[config.mk]
export PLATFORM = sky130hd
export DESIGN_NAME = fit_policy_block_allocator
export DESIGN_NICKNAME = d
export VERILOG_FILES = /design/src/rtl/core/fpba_pkg.sv /design/src/rtl/core/fpba_cell.sv /design/src/rtl/core/fit_policy_block_allocator.sv
export VERILOG_INCLUDE_DIRS = /design/src /design/src/rtl/core
export SDC_FILE = /design/constraint.sdc
export NUM_CORES = 2
export LEC_CHECK = 0
export BUFFER_PORTS_ARGS = -buffer_cell sky130_fd_sc_hd__buf_4
export CORE_MARGIN = 4
export CORE_UTILIZATION = 65
export CTS_BUF_LIST = sky130_fd_sc_hd__clkbuf_2 sky130_fd_sc_hd__clkbuf_4 sky130_fd_sc_hd__clkbuf_8
export DETAILED_ROUTE_END_ITERATION = 6
export GPL_TIMING_DRIVEN = 0
export PLACE_DENSITY = 0.83
export SYNTH_ARGS = -nofsm -noshare
export SYNTH_HDL_FRONTEND = slang
export SYNTH_SLANG_ARGS = --single-unit
[constraint.sdc]
create_clock -name clk -period 7 [get_ports clk]
set_input_delay 1.4 -clock clk [delete_from_list [all_inputs] [get_ports clk]]
set_output_delay 1.4 -clock clk [all_outputs]
set_load 0.1 [all_outputs]
[src/rtl/core/fit_policy_block_allocator_macros.svh]
// assertion macros for the fit policy block allocator
`ifndef FIT_POLICY_BLOCK_ALLOCATOR_MACROS_SVH
`define FIT_POLICY_BLOCK_ALLOCATOR_MACROS_SVH

`ifndef SYNTHESIS

// same-cycle implication, disabled during reset
`define FPBA_ASSERT_NOW(label, clk, rst, ante, cons) \
  label: assert property (@(posedge clk) disable iff (rst) (ante) |-> (cons)) \
    else $error("fpba check failed");

// next-cycle implication, disabled during reset
`define FPBA_ASSERT_NEXT(label, clk, rst, ante, cons) \
  label: assert property (@(posedge clk) disable iff (rst) (ante) |=> (cons)) \
    else $error("fpba check failed");

`else

`define FPBA_ASSERT_NOW(label, clk, rst, ante, cons)
`define FPBA_ASSERT_NEXT(label, clk, rst, ante, cons)

`endif

`endif

[src/rtl/core/fpba_pkg.sv]
// shared types and codes of the fit policy block allocator
package fpba_pkg;

  // input function codes
  typedef enum logic [1:0] {
    FUNC_LOAD    = 2'd0,
    FUNC_REQUEST = 2'd1,
    FUNC_RESTORE = 2'd2
  } func_t;

  // placement rules
  typedef enum logic [1:0] {
    MODE_FIRST = 2'd0,
    MODE_BEST  = 2'd1,
    MODE_WORST = 2'd2
  } fit_mode_t;

  // configuration register indexes
  localparam logic CFG_FIT_MODE    = 1'b0;
  localparam logic CFG_BLOCK_COUNT = 1'b1;

  // controller states
  typedef enum logic [1:0] {
    ST_IDLE,
    ST_SCAN,
    ST_FINISH
  } state_t;

  // command broadcast from the controller to every cell
  typedef struct packed {
    logic       load;
    logic       restore;
    logic       sub;
    logic [1:0] mode;
  } cmd_t;

endpackage

[src/rtl/core/fpba_cell.sv]
// one block cell: capacity and original size plus one stage of the search token
module fpba_cell #(
  parameter int NUM_BLOCKS = 16,
  parameter int SIZE_BITS  = 16,
  parameter int INDEX      = 0,
  localparam int IW = (NUM_BLOCKS > 1) ? $clog2(NUM_BLOCKS) : 1,
  localparam int UW = $clog2(NUM_BLOCKS + 1)
) (
  input  logic                 clk,
  input  logic                 rst,
  input  fpba_pkg::cmd_t       cmd,
  input  logic [IW-1:0]        sel,
  input  logic [SIZE_BITS-1:0] wr_data,
  input  logic [SIZE_BITS-1:0] req_amt,
  input  logic [UW-1:0]        used,
  input  logic                 tok_in_valid,
  input  logic                 tok_in_found,
  input  logic [IW-1:0]        tok_in_pick,
  input  logic [SIZE_BITS-1:0] tok_in_best,
  output logic                 tok_out_valid,
  output logic                 tok_out_found,
  output logic [IW-1:0]        tok_out_pick,
  output logic [SIZE_BITS-1:0] tok_out_best
);
  import fpba_pkg::*;

  logic [SIZE_BITS-1:0] cap;
  logic [SIZE_BITS-1:0] orig;
  logic                 hit;
  logic                 active;
  logic                 fits;
  logic                 better;
  logic                 take;

  assign hit    = (sel == IW'(INDEX));
  assign active = (UW'(INDEX) < used);

  // block tables: load, restore and write-back
  always_ff @(posedge clk) begin
    if (cmd.load && hit) begin
      cap  <= wr_data;
      orig <= wr_data;
    end else if (cmd.restore) begin
      cap <= orig;
    end else if (cmd.sub && hit) begin
      cap <= cap - wr_data;
    end
  end

  // placement decision for this block
  always_comb begin
    fits   = active && (cap >= req_amt) &&
             (cmd.mode == MODE_FIRST || cmd.mode == MODE_BEST || cmd.mode == MODE_WORST);
    better = (cmd.mode == MODE_BEST  && cap < tok_in_best) ||
             (cmd.mode == MODE_WORST && cap > tok_in_best);
    take   = tok_in_valid && fits && (!tok_in_found || better);
  end

  // token stage valid
  always_ff @(posedge clk) begin
    if (rst) begin
      tok_out_valid <= 1'b0;
    end else begin
      tok_out_valid <= tok_in_valid;
    end
  end

  // token stage payload
  always_ff @(posedge clk) begin
    tok_out_found <= tok_in_found || take;
    tok_out_pick  <= take ? IW'(INDEX) : tok_in_pick;
    tok_out_best  <= take ? cap : tok_in_best;
  end

endmodule

[src/rtl/core/fit_policy_block_allocator.sv]
// Fit policy block allocator: a search token walks a chain of block cells, one cell a cycle.
// Request: accepted, then the token passes through the NUM_BLOCKS cells and a write-back/result step
// follows; the result is then loaded into the output register once it is free and offered from there.
// Load, restore and unused codes take effect at the transfer; their result then goes to the output register.
// One item in work at a time: a new item is taken only after the last result has been loaded.
// Synchronous reset clears the controller, configuration and valid registers; block tables are undefined until loaded.
module fit_policy_block_allocator #(
  parameter int NUM_BLOCKS = 16,
  parameter int SIZE_BITS  = 16
) (
  input  logic        clk,
  input  logic        rst,
  input  logic        cfg_write,
  input  logic        cfg_index,
  input  logic [4:0]  cfg_data,
  input  logic        in_valid,
  output logic        in_ready,
  input  logic [1:0]  func,
  input  logic [3:0]  block_slot,
  input  logic [15:0] amount,
  output logic        out_valid,
  input  logic        out_ready,
  output logic        granted,
  output logic [3:0]  chosen_block,
  output logic [15:0] left_over
);
  import fpba_pkg::*;

  localparam int IW = (NUM_BLOCKS > 1) ? $clog2(NUM_BLOCKS) : 1;
  localparam int UW = $clog2(NUM_BLOCKS + 1);

  state_t               state;
  state_t               state_next;
  logic [1:0]           fit_mode;
  logic [4:0]           block_count;
  logic [UW-1:0]        used;
  logic [SIZE_BITS-1:0] req_amt;
  logic [SIZE_BITS-1:0] in_amt;
  logic [IW-1:0]        slot_idx;
  logic                 slot_ok;
  logic                 in_acc;
  logic                 launch;
  logic                 out_load;
  cmd_t                 cmd;
  logic [IW-1:0]        sel;
  logic [SIZE_BITS-1:0] wr_data;
  logic                 res_granted;
  logic [3:0]           res_block;
  logic [15:0]          res_left;

  logic                 tok_valid [0:NUM_BLOCKS];
  logic                 tok_found [0:NUM_BLOCKS];
  logic [IW-1:0]        tok_pick  [0:NUM_BLOCKS];
  logic [SIZE_BITS-1:0] tok_best  [0:NUM_BLOCKS];
  logic                 end_valid;
  logic                 end_found;
  logic [IW-1:0]        end_pick;
  logic [SIZE_BITS-1:0] end_best;

  assign end_valid = tok_valid[NUM_BLOCKS];
  assign end_found = tok_found[NUM_BLOCKS];
  assign end_pick  = tok_pick[NUM_BLOCKS];
  assign end_best  = tok_best[NUM_BLOCKS];

  // input decode
  assign in_amt   = SIZE_BITS'(amount);
  assign slot_idx = IW'(block_slot);
  assign slot_ok  = (32'(block_slot) < NUM_BLOCKS);
  assign used     = (32'(block_count) > NUM_BLOCKS) ? UW'(NUM_BLOCKS) : UW'(block_count);

  // configuration registers
  always_ff @(posedge clk) begin
    if (rst) begin
      fit_mode    <= 2'd0;
      block_count <= 5'd0;
    end else if (cfg_write) begin
      unique case (cfg_index)
        CFG_FIT_MODE:    fit_mode    <= cfg_data[1:0];
        CFG_BLOCK_COUNT: block_count <= cfg_data;
        default:         ;
      endcase
    end
  end

  // next state
  always_comb begin
    state_next = state;
    unique case (state)
      ST_IDLE: begin
        if (in_valid) begin
          state_next = (func == FUNC_REQUEST) ? ST_SCAN : ST_FINISH;
        end
      end
      ST_SCAN: begin
        if (end_valid) begin
          state_next = ST_FINISH;
        end
      end
      ST_FINISH: begin
        if (!out_valid || out_ready) begin
          state_next = ST_IDLE;
        end
      end
      default: state_next = ST_IDLE;
    endcase
  end

  // controller outputs
  always_comb begin
    in_ready    = (state == ST_IDLE);
    in_acc      = in_ready && in_valid;
    launch      = in_acc && (func == FUNC_REQUEST);
    out_load    = (state == ST_FINISH) && (!out_valid || out_ready);
    cmd.load    = in_acc && (func == FUNC_LOAD) && slot_ok;
    cmd.restore = in_acc && (func == FUNC_RESTORE);
    cmd.sub     = (state == ST_SCAN) && end_valid && end_found;
    cmd.mode    = fit_mode;
    sel         = cmd.sub ? end_pick : slot_idx;
    wr_data     = cmd.sub ? req_amt : in_amt;
  end

  always_ff @(posedge clk) begin
    if (rst) begin
      state <= ST_IDLE;
    end else begin
      state <= state_next;
    end
  end

  // token launch into the first cell
  always_ff @(posedge clk) begin
    if (rst) begin
      tok_valid[0] <= 1'b0;
    end else begin
      tok_valid[0] <= launch;
    end
  end

  assign tok_found[0] = 1'b0;
  assign tok_pick[0]  = '0;
  assign tok_best[0]  = '0;

  // request size held for the scan
  always_ff @(posedge clk) begin
    if (launch) begin
      req_amt <= in_amt;
    end
  end

  // pending result
  always_ff @(posedge clk) begin
    if (in_acc && func != FUNC_REQUEST) begin
      res_granted <= 1'b0;
      res_block   <= 4'd0;
      res_left    <= 16'd0;
    end else if (state == ST_SCAN && end_valid) begin
      res_granted <= end_found;
      res_block   <= end_found ? 4'(end_pick) : 4'd0;
      res_left    <= end_found ? 16'(end_best - req_amt) : 16'd0;
    end
  end

  // output register valid
  always_ff @(posedge clk) begin
    if (rst) begin
      out_valid <= 1'b0;
    end else if (out_load) begin
      out_valid <= 1'b1;
    end else if (out_ready) begin
      out_valid <= 1'b0;
    end
  end

  // output register payload
  always_ff @(posedge clk) begin
    if (out_load) begin
      granted      <= res_granted;
      chosen_block <= res_block;
      left_over    <= res_left;
    end
  end

  // chain of block cells
  for (genvar i = 0; i < NUM_BLOCKS; i++) begin : g_cell
    fpba_cell #(
      .NUM_BLOCKS (NUM_BLOCKS),
      .SIZE_BITS  (SIZE_BITS),
      .INDEX      (i)
    ) u_cell (
      .clk           (clk),
      .rst           (rst),
      .cmd           (cmd),
      .sel           (sel),
      .wr_data       (wr_data),
      .req_amt       (req_amt),
      .used          (used),
      .tok_in_valid  (tok_valid[i]),
      .tok_in_found  (tok_found[i]),
      .tok_in_pick   (tok_pick[i]),
      .tok_in_best   (tok_best[i]),
      .tok_out_valid (tok_valid[i+1]),
      .tok_out_found (tok_found[i+1]),
      .tok_out_pick  (tok_pick[i+1]),
      .tok_out_best  (tok_best[i+1])
    );
  end

  // checks
  `include "fit_policy_block_allocator_macros.svh"

  `FPBA_ASSERT_NOW(a_token_only_in_scan, clk, rst, end_valid, state == ST_SCAN)
  `FPBA_ASSERT_NOW(a_pick_in_use, clk, rst, cmd.sub, 32'(end_pick) < 32'(used))
  `FPBA_ASSERT_NEXT(a_request_scans, clk, rst, launch, state == ST_SCAN && !in_ready)

endmodule

* Word-level counts from Yosys, hierarchy flattened *
Cells that the tools add are included.

storage, ports and cells
  flip-flop bits (word level) = 918
  logic and storage cells = 509

cells by class
  add/sub/neg operators = 17
  $lt $le $gt $ge = 63
  eq/ne operators = 25
  muxes and demuxes = 75
  bitwise logic cells = 1
  reductions and logical operators = 221

operators with widths
  operator            number
  $mux 16             65
  $sub 16x16->16      17
  $ge 16x16->1        16
  $gt 16x16->1        15
  $lt 16x16->1        15
  $logic_and 1x1->1   133
  $logic_or 1x1->1    48
  $reduce_bool 3->1   16
  $lt 4x5->1 const A  8
  $eq 4x4->1 const B  8
  $lt 3x5->1 const A  4
  $eq 4x3->1 const B  4
  $logic_not 1->1     16
  $lt 1x5->1 const A  2
  $lt 2x5->1 const A  2
  $eq 4x2->1 const B  2
  $mux 2              4
  $mux 4              2
  $eq 2x1->1 const B  3
  $eq 2x2->1 const B  3
  $logic_not 2->1     3
  $pmux 2 s3          1
  $gt 5x5->1 const B  1
  $mux 5              1
  other kinds (9)     13

* Depth between registers and ports, before layout *
  depth after elaboration = 9
  depth in mapped cells = 21
  mapped depth without buffers = 16

* Cells and area by module *
From an unflattened synthesis, not the netlist that was laid out.

second synthesis, totals
  cells, all modules = 6123
  area total of the unflattened synthesis = 61261.3 µm²

by module, submodules not included
  module                         instances  cells each  area an instance (µm²)  sequential area each (µm²)
  fpba_cell (g_cell[12].u_cell)  1          363         3717.3                  1401.3
  fpba_cell (g_cell[4].u_cell)   1          365         3661.0                  1401.3
  fpba_cell (g_cell[2].u_cell)   1          364         3659.8                  1401.3
  fpba_cell (g_cell[8].u_cell)   1          356         3642.2                  1401.3
  fpba_cell (g_cell[11].u_cell)  1          366         3637.2                  1401.3
  fpba_cell (g_cell[1].u_cell)   1          355         3634.7                  1401.3
  fpba_cell (g_cell[7].u_cell)   1          363         3628.5                  1401.3
  fpba_cell (g_cell[3].u_cell)   1          363         3626.0                  1401.3
  fpba_cell (g_cell[0].u_cell)   1          355         3612.2                  1401.3
  fpba_cell (g_cell[13].u_cell)  1          368         3611.0                  1401.3
  fpba_cell (g_cell[10].u_cell)  1          358         3592.2                  1401.3
  fpba_cell (g_cell[14].u_cell)  1          366         3592.2                  1401.3
  fpba_cell (g_cell[9].u_cell)   1          359         3590.9                  1401.3
  fpba_cell (g_cell[15].u_cell)  1          356         3588.4                  1401.3
  +3 rows                        --         --          --                      --

* Least setup slack after synthesis *
No wires, ideal clock.

  path type = register -> register
  start = register state[1]
  end = register g_cell[2].u_cell.cap[12], data pin
  data arrival time = 5.417 ns
  setup slack = 1.323 ns
  stages on the path, launching flop included = 22
  buffers on the path = 5
  clock period less this slack = 5.677 ns
  cells stage by stage = dfxtp_1 -> nand4b_1 -> buf_1 -> clkbuf_1 -> clkbuf_1 -> buf_1 -> mux2i_1 -> clkbuf_1 -> inv_1 -> ha_1 -> inv_1 -> ha_1 -> a21o_1 -> maj3_1 -> a221oi_1 -> o31ai_1 -> o211ai_1 -> a31oi_1 -> maj3_1 -> maj3_1 -> mux2i_1 -> a221o_1

between the ends
  cells in the longest elaborated chain, start to end = 8
  elaborated cells between the ends (all ways) = 15
  classes of those cells = add/sub (1); eq/ne (2); mux (5); reduce/logical (7)

RTL lines
  what                             line                               source
  start: declaration               fit_policy_block_allocator.sv:32   state_t state;
  start signal: assignment         fit_policy_block_allocator.sv:126  state <= state_next;
  $eq 2x1->1                       fit_policy_block_allocator.sv:116  cmd.sub = (state == ST_SCAN) && end_valid && end_found;
  $logic_and 1x1->1 (2 in series)  fit_policy_block_allocator.sv:116
  $mux 16                          fit_policy_block_allocator.sv:119  wr_data = cmd.sub ? req_amt : in_amt;
  via g_cell[0].u_cell.wr_data[0]  fpba_cell.sv:13                    input logic [SIZE_BITS-1:0] wr_data,
  $sub 16x16->16                   fpba_cell.sv:46                    cap <= cap - wr_data;
  $mux 16                          fpba_cell.sv:45                    end else if (cmd.sub && hit) begin
  $mux 16                          fpba_cell.sv:43                    end else if (cmd.restore) begin
  $mux 16                          fpba_cell.sv:40                    if (cmd.load && hit) begin
  end signal: assignment           fpba_cell.sv:41                    cap <= wr_data;
  end signal: assignment           fpba_cell.sv:44                    cap <= orig;
  end signal: assignment           fpba_cell.sv:46
  end: declaration                 fpba_cell.sv:27                    logic [SIZE_BITS-1:0] cap;

The timed path passes the listed nets, and every way through them passes these cells. The select of a mux whose other input is x is not followed.
A chain may end at the register's enable or synchronous reset.

* Worst setup path in the final report *
  start = register state[1]
  end = register g_cell[4].u_cell.cap[15], data pin

between the ends
  cells in the longest elaborated chain, start to end = 8
  elaborated cells between the ends (all ways) = 15
  classes of those cells = add/sub (1); eq/ne (2); mux (5); reduce/logical (7)

RTL lines
  what                             line
  $eq 2x1->1                       fit_policy_block_allocator.sv:116
  $logic_and 1x1->1 (2 in series)  fit_policy_block_allocator.sv:116
  $mux 16                          fit_policy_block_allocator.sv:119
  via g_cell[0].u_cell.wr_data[0]  fpba_cell.sv:13
  $sub 16x16->16                   fpba_cell.sv:46
  $mux 16                          fpba_cell.sv:45
  $mux 16                          fpba_cell.sv:43
  $mux 16                          fpba_cell.sv:40
  end signal: assignment           fpba_cell.sv:41
  end signal: assignment           fpba_cell.sv:44
  end signal: assignment           fpba_cell.sv:46
  end: declaration                 fpba_cell.sv:27

The timed path passes the listed nets, and every way through them passes these cells. The select of a mux whose other input is x is not followed.

==> out/results.ini <==
[cells_and_area]
flow.area_growth_from_synthesis_pct = 10.1
final_layout_size_suffix_gt1_share_pct = 12.3
most_used_cells_in_the_layout_excluding_fill_and_tap_cells = 591 x sky130_fd_sc_hd__ha_1, 549 x sky130_fd_sc_hd__edfxtp_1, 467 x sky130_fd_sc_hd__a21oi_1, 429 x sky130_fd_sc_hd__nor2_1, 385 x sky130_fd_sc_hd__nand2_1
most_common_cell_after_layout_fill_and_taps_aside = sky130_fd_sc_hd__ha_1
design.final.nets = 6804

[sta]
timing_hold_violations_final = 0
layout_min_cycle_time_ns = 7.03
worst_slew_pin_slew_ns = 1.70
unrepaired_setup_endpoints_after_global_routing = false
setup_ws_ns = -0.0290
fin_crit_sh_pct = 100
skew_ns = 0.0428
total_count_of_max_transition_violations_in_the_final_report = 146
setup_total_neg_slack_ns = -0.0290
maxSlewHeadroom_pct = -13.3
worst_hold_slack_ns = 0.412
setup_viol = 1
peak_freq_mhz = 142

[clock_tree]
post_cts_hold_buffer_count = 0
ctsRootBufferMaster = sky130_fd_sc_hd__clkbuf_8
cts_made_buffers = 158
clock_insertion_delay_worst_skew_ns = 0.93
cts_max_level = 4
cts_tree = built
cts.path.max_buffers = 3
clkTransAtPathRegs_ns = 0.06
numClockSinks = 918

[die]
io_pins = 56
die_w_um = 307
std_cell_rows = 109
initial_utilization_pct = 65.5
core_sq_mm = 0.0884
die_height_um = 307
floorplan.die_area_sq_mm = 0.0940

[setup_path]
reg2reg_to = g_cell[4].u_cell.cap[15]
arrival_ns = 7.62
critical_path.endpoint_type = register
setup.worst_path.class = reg -> reg
r2r-start = state[1]
timing.critical_path.required_ns = 7.60
setup.worst_path.end = g_cell[4].u_cell.cap[15]
timing.critical_path.from = state[1]
r2r.worst_path.cells = 21
critPathMaxFanout = 17
timing.critical_path.from_type = register
reg2reg_slack_ns = -0.03

[routing]
ant_nets = 0
drt_first_iter_violations = 10300
firstDrtPassIters = 7
routed_via_density = 7.23
vias = 54200
wl_mm = 255
post_drt_wl_per_cell_um = 34.0
drc = 65

[place]
replace_congestion = 1.06
port_buffers = 54
hpwl_dp_mm = 190

[global_routing]
globalRouteTotalUtil_pct = 52.4
grt-ovfl-total = 0
grt_first_pass_wirelength_mm = 354
pin_count_of_the_biggest_net_entering_global_routing = 26
antenna_found_initial = 16
grt_pass1_vias = 50600

[synthesis]
synth_fp_nets = 6561
synth-main-ff-cell = sky130_fd_sc_hd__edfxtp_1
yosys_warnings = 0
ys_seq_area_share_pct = 41.2
netlist_area_sq_mm = 0.0579
postSynth.asyncResetShare_pct = 0
synth-edff-count = 549
synth_cells = 5936
synth.ff_latch_count = 918
netlist-cell-type-count = 91
syn_area_per_cell_sq_um = 9.76

[run_status]
run_status = complete, but fails checks
failed_checks = DRC, capacitance limit, slew limit, setup timing

[power]
p_leak_nw = 25.4
peakVddDrop_mv = 0.244
power-per-cell-area_mw_per_mm2 = 216

[flow_run]
maxcap_violations = 13

[worst_hold_path]
min-delay-path-class = reg -> reg

## per-layer routing
metal  global-route usage, %  vias to the layer above  part of all wire, %
li1                        -                    22400                    -
met1                    67.4                    25200                   35
met2                    70.0                     5351                   38
met3                    25.3                     1235                   18
met4                    33.8                       26                  8.2
met5                       0                        -                0.077
## cell type report
| class | instances | area (sq um) |
|---|---|---|
| flip-flops and latches | 918 | 23900 |
| repair buffers | 83 | 876 |
| multi-input cells | 4316 | 31500 |
| well taps | 1165 | 1460 |
| clock buffers | 235 | 2880 |
| diodes | 11 | 27.5 |
| clock inverters | 62 | 424 |
| fillers | 6433 | 24600 |
| inverters | 376 | 1420 |
| plain buffers | 325 | 1380 |
| repair inverters | 1 | 5.00 |
## cell families after synthesis
logic type               synth area share (%)
flip-flops                               41.2
multiplexers                             5.57
XOR/XNOR                                 4.22
adder cells (fa/ha/maj)                  14.1
buffers and inverters                    4.76
AND/OR/NAND/NOR                          11.0
AO/OA/AOI/OAI                            19.2
## registers in the layout, indices dropped and copies added, names as in the netlist, 2 cells and up
signal,count
g_cell.u_cell.cap,256
res_block,4
res_left,16
g_cell.u_cell.tok_out_valid,16
req_amt,16
g_cell.u_cell.orig,256
g_cell.u_cell.tok_out_pick,49
state,2
chosen_block,4
left_over,16
block_count,5
fit_mode,2
g_cell.u_cell.tok_out_found,16
g_cell.u_cell.tok_out_best,256
## worst max-delay path: stages, from the launching register on
cell and delay, ns:
sky130_fd_sc_hd__dfxtp_1 0.44, sky130_fd_sc_hd__nand4b_1 0.16, sky130_fd_sc_hd__buf_4 0.20, sky130_fd_sc_hd__clkbuf_4 0.36
sky130_fd_sc_hd__clkbuf_1 0.36, sky130_fd_sc_hd__clkbuf_2 0.37, sky130_fd_sc_hd__buf_2 0.48, sky130_fd_sc_hd__mux2i_2 0.38
sky130_fd_sc_hd__buf_6 0.31, sky130_fd_sc_hd__clkinvlp_4 0.15, sky130_fd_sc_hd__buf_4 0.23, sky130_fd_sc_hd__ha_1 0.22
sky130_fd_sc_hd__maj3_1 0.36, sky130_fd_sc_hd__a221oi_1 0.32, sky130_fd_sc_hd__a211oi_1 0.19, sky130_fd_sc_hd__o31ai_2 0.82
sky130_fd_sc_hd__o221ai_1 0.41, sky130_fd_sc_hd__nand3_1 0.18, sky130_fd_sc_hd__o211ai_1 0.12, sky130_fd_sc_hd__xor2_1 0.25
sky130_fd_sc_hd__mux2i_1 0.26, sky130_fd_sc_hd__a21oi_1 0.12
## cells in the mapped netlist (12+ instances only)
master | count | area, sq um
sky130_fd_sc_hd__maj3_2 | 13 | 146
sky130_fd_sc_hd__nor4_1 | 13 | 81.3
sky130_fd_sc_hd__nand2_1 | 385 | 1450
sky130_fd_sc_hd__o21ai_0 | 329 | 1650
sky130_fd_sc_hd__edfxtp_1 | 549 | 16500
sky130_fd_sc_hd__o2111ai_1 | 15 | 131
sky130_fd_sc_hd__a221o_1 | 16 | 160
sky130_fd_sc_hd__maj3_1 | 59 | 591
sky130_fd_sc_hd__nor3_1 | 50 | 250
sky130_fd_sc_hd__inv_1 | 364 | 1370
sky130_fd_sc_hd__dfxtp_1 | 369 | 7390
sky130_fd_sc_hd__or3_1 | 19 | 119
sky130_fd_sc_hd__nor2b_1 | 97 | 607
sky130_fd_sc_hd__buf_1 | 45 | 169
sky130_fd_sc_hd__a221oi_1 | 21 | 184
sky130_fd_sc_hd__a31o_2 | 12 | 105
sky130_fd_sc_hd__o31ai_1 | 35 | 263
sky130_fd_sc_hd__nor2_1 | 430 | 1610
sky130_fd_sc_hd__xnor2_1 | 179 | 1570
sky130_fd_sc_hd__o221ai_1 | 17 | 149
sky130_fd_sc_hd__mux2i_1 | 73 | 731
sky130_fd_sc_hd__o22ai_1 | 155 | 970
sky130_fd_sc_hd__o211ai_1 | 45 | 338
sky130_fd_sc_hd__and2_1 | 34 | 213
sky130_fd_sc_hd__clkbuf_1 | 236 | 886
sky130_fd_sc_hd__a311oi_1 | 20 | 175
sky130_fd_sc_hd__mux2_2 | 210 | 2360
sky130_fd_sc_hd__a22oi_1 | 107 | 803
sky130_fd_sc_hd__or2_2 | 36 | 225
sky130_fd_sc_hd__buf_2 | 26 | 130
sky130_fd_sc_hd__a22o_1 | 15 | 131
sky130_fd_sc_hd__nand2b_1 | 91 | 569
sky130_fd_sc_hd__o21a_1 | 51 | 383
sky130_fd_sc_hd__a31oi_1 | 77 | 482
sky130_fd_sc_hd__a21oi_1 | 470 | 2350
sky130_fd_sc_hd__nand3_1 | 58 | 290
sky130_fd_sc_hd__xor2_1 | 100 | 876
sky130_fd_sc_hd__nor3b_1 | 24 | 180
sky130_fd_sc_hd__buf_4 | 16 | 120
sky130_fd_sc_hd__nand4_1 | 61 | 382
sky130_fd_sc_hd__a21o_1 | 201 | 1510
sky130_fd_sc_hd__ha_1 | 591 | 7390
sky130_fd_sc_hd__a211oi_1 | 41 | 308
## power by group
| group | switching (mW) | total (mW) | internal (mW) | leakage, nW |
|---|---|---|---|---|
| Sequential | 0.140 | 6.02 | 5.88 | 7.96 |
| Clock | 2.50 | 5.30 | 2.80 | 1.75 |
| Combinational | 1.63 | 2.48 | 0.850 | 15.7 |
| Total | 4.27 | 13.8 | 9.53 | 25.4 |
## repair_timing
| item | CTS | global route |
|---|---|---|
| resized for setup | 13 | 6 |
| buffers inserted | 3 | 2 |
| gates cloned | 1 | 0 |
| endpoints found under the setup margin | 224 | 51 |
## how the worst min path moves through the flow
stage,cells past startpoint,endpoint,from
CTS,1,g_cell[13].u_cell.tok_out_pick[3],g_cell[12].u_cell.tok_out_pick[3]
global route,1,g_cell[3].u_cell.tok_out_pick[0],g_cell[2].u_cell.tok_out_pick[0]
detailed placement,1,g_cell[11].u_cell.tok_out_pick[0],g_cell[10].u_cell.tok_out_pick[0]
floorplan,1,g_cell[11].u_cell.tok_out_pick[0],g_cell[10].u_cell.tok_out_pick[0]
finish,1,g_cell[3].u_cell.tok_out_pick[1],g_cell[2].u_cell.tok_out_pick[1]
global placement,1,g_cell[3].u_cell.tok_out_pick[0],g_cell[2].u_cell.tok_out_pick[0]
## metrics by stage
step	power, mW	std cells	util (%)	instance area [sq um]	setup WS (ns)
global placement	8.33	7155	67.7	59800	-3.27
detailed placement	8.42	7178	68.3	60300	-2.57
finish	13.8	7492	72.2	63800	-0.0290
floorplan	7.59	5936	-	57900	1.32
global route	14.0	7483	72.2	63800	0.00522
CTS	13.5	7478	72.1	63700	0.0510
(Power assumes the default switching activity.)
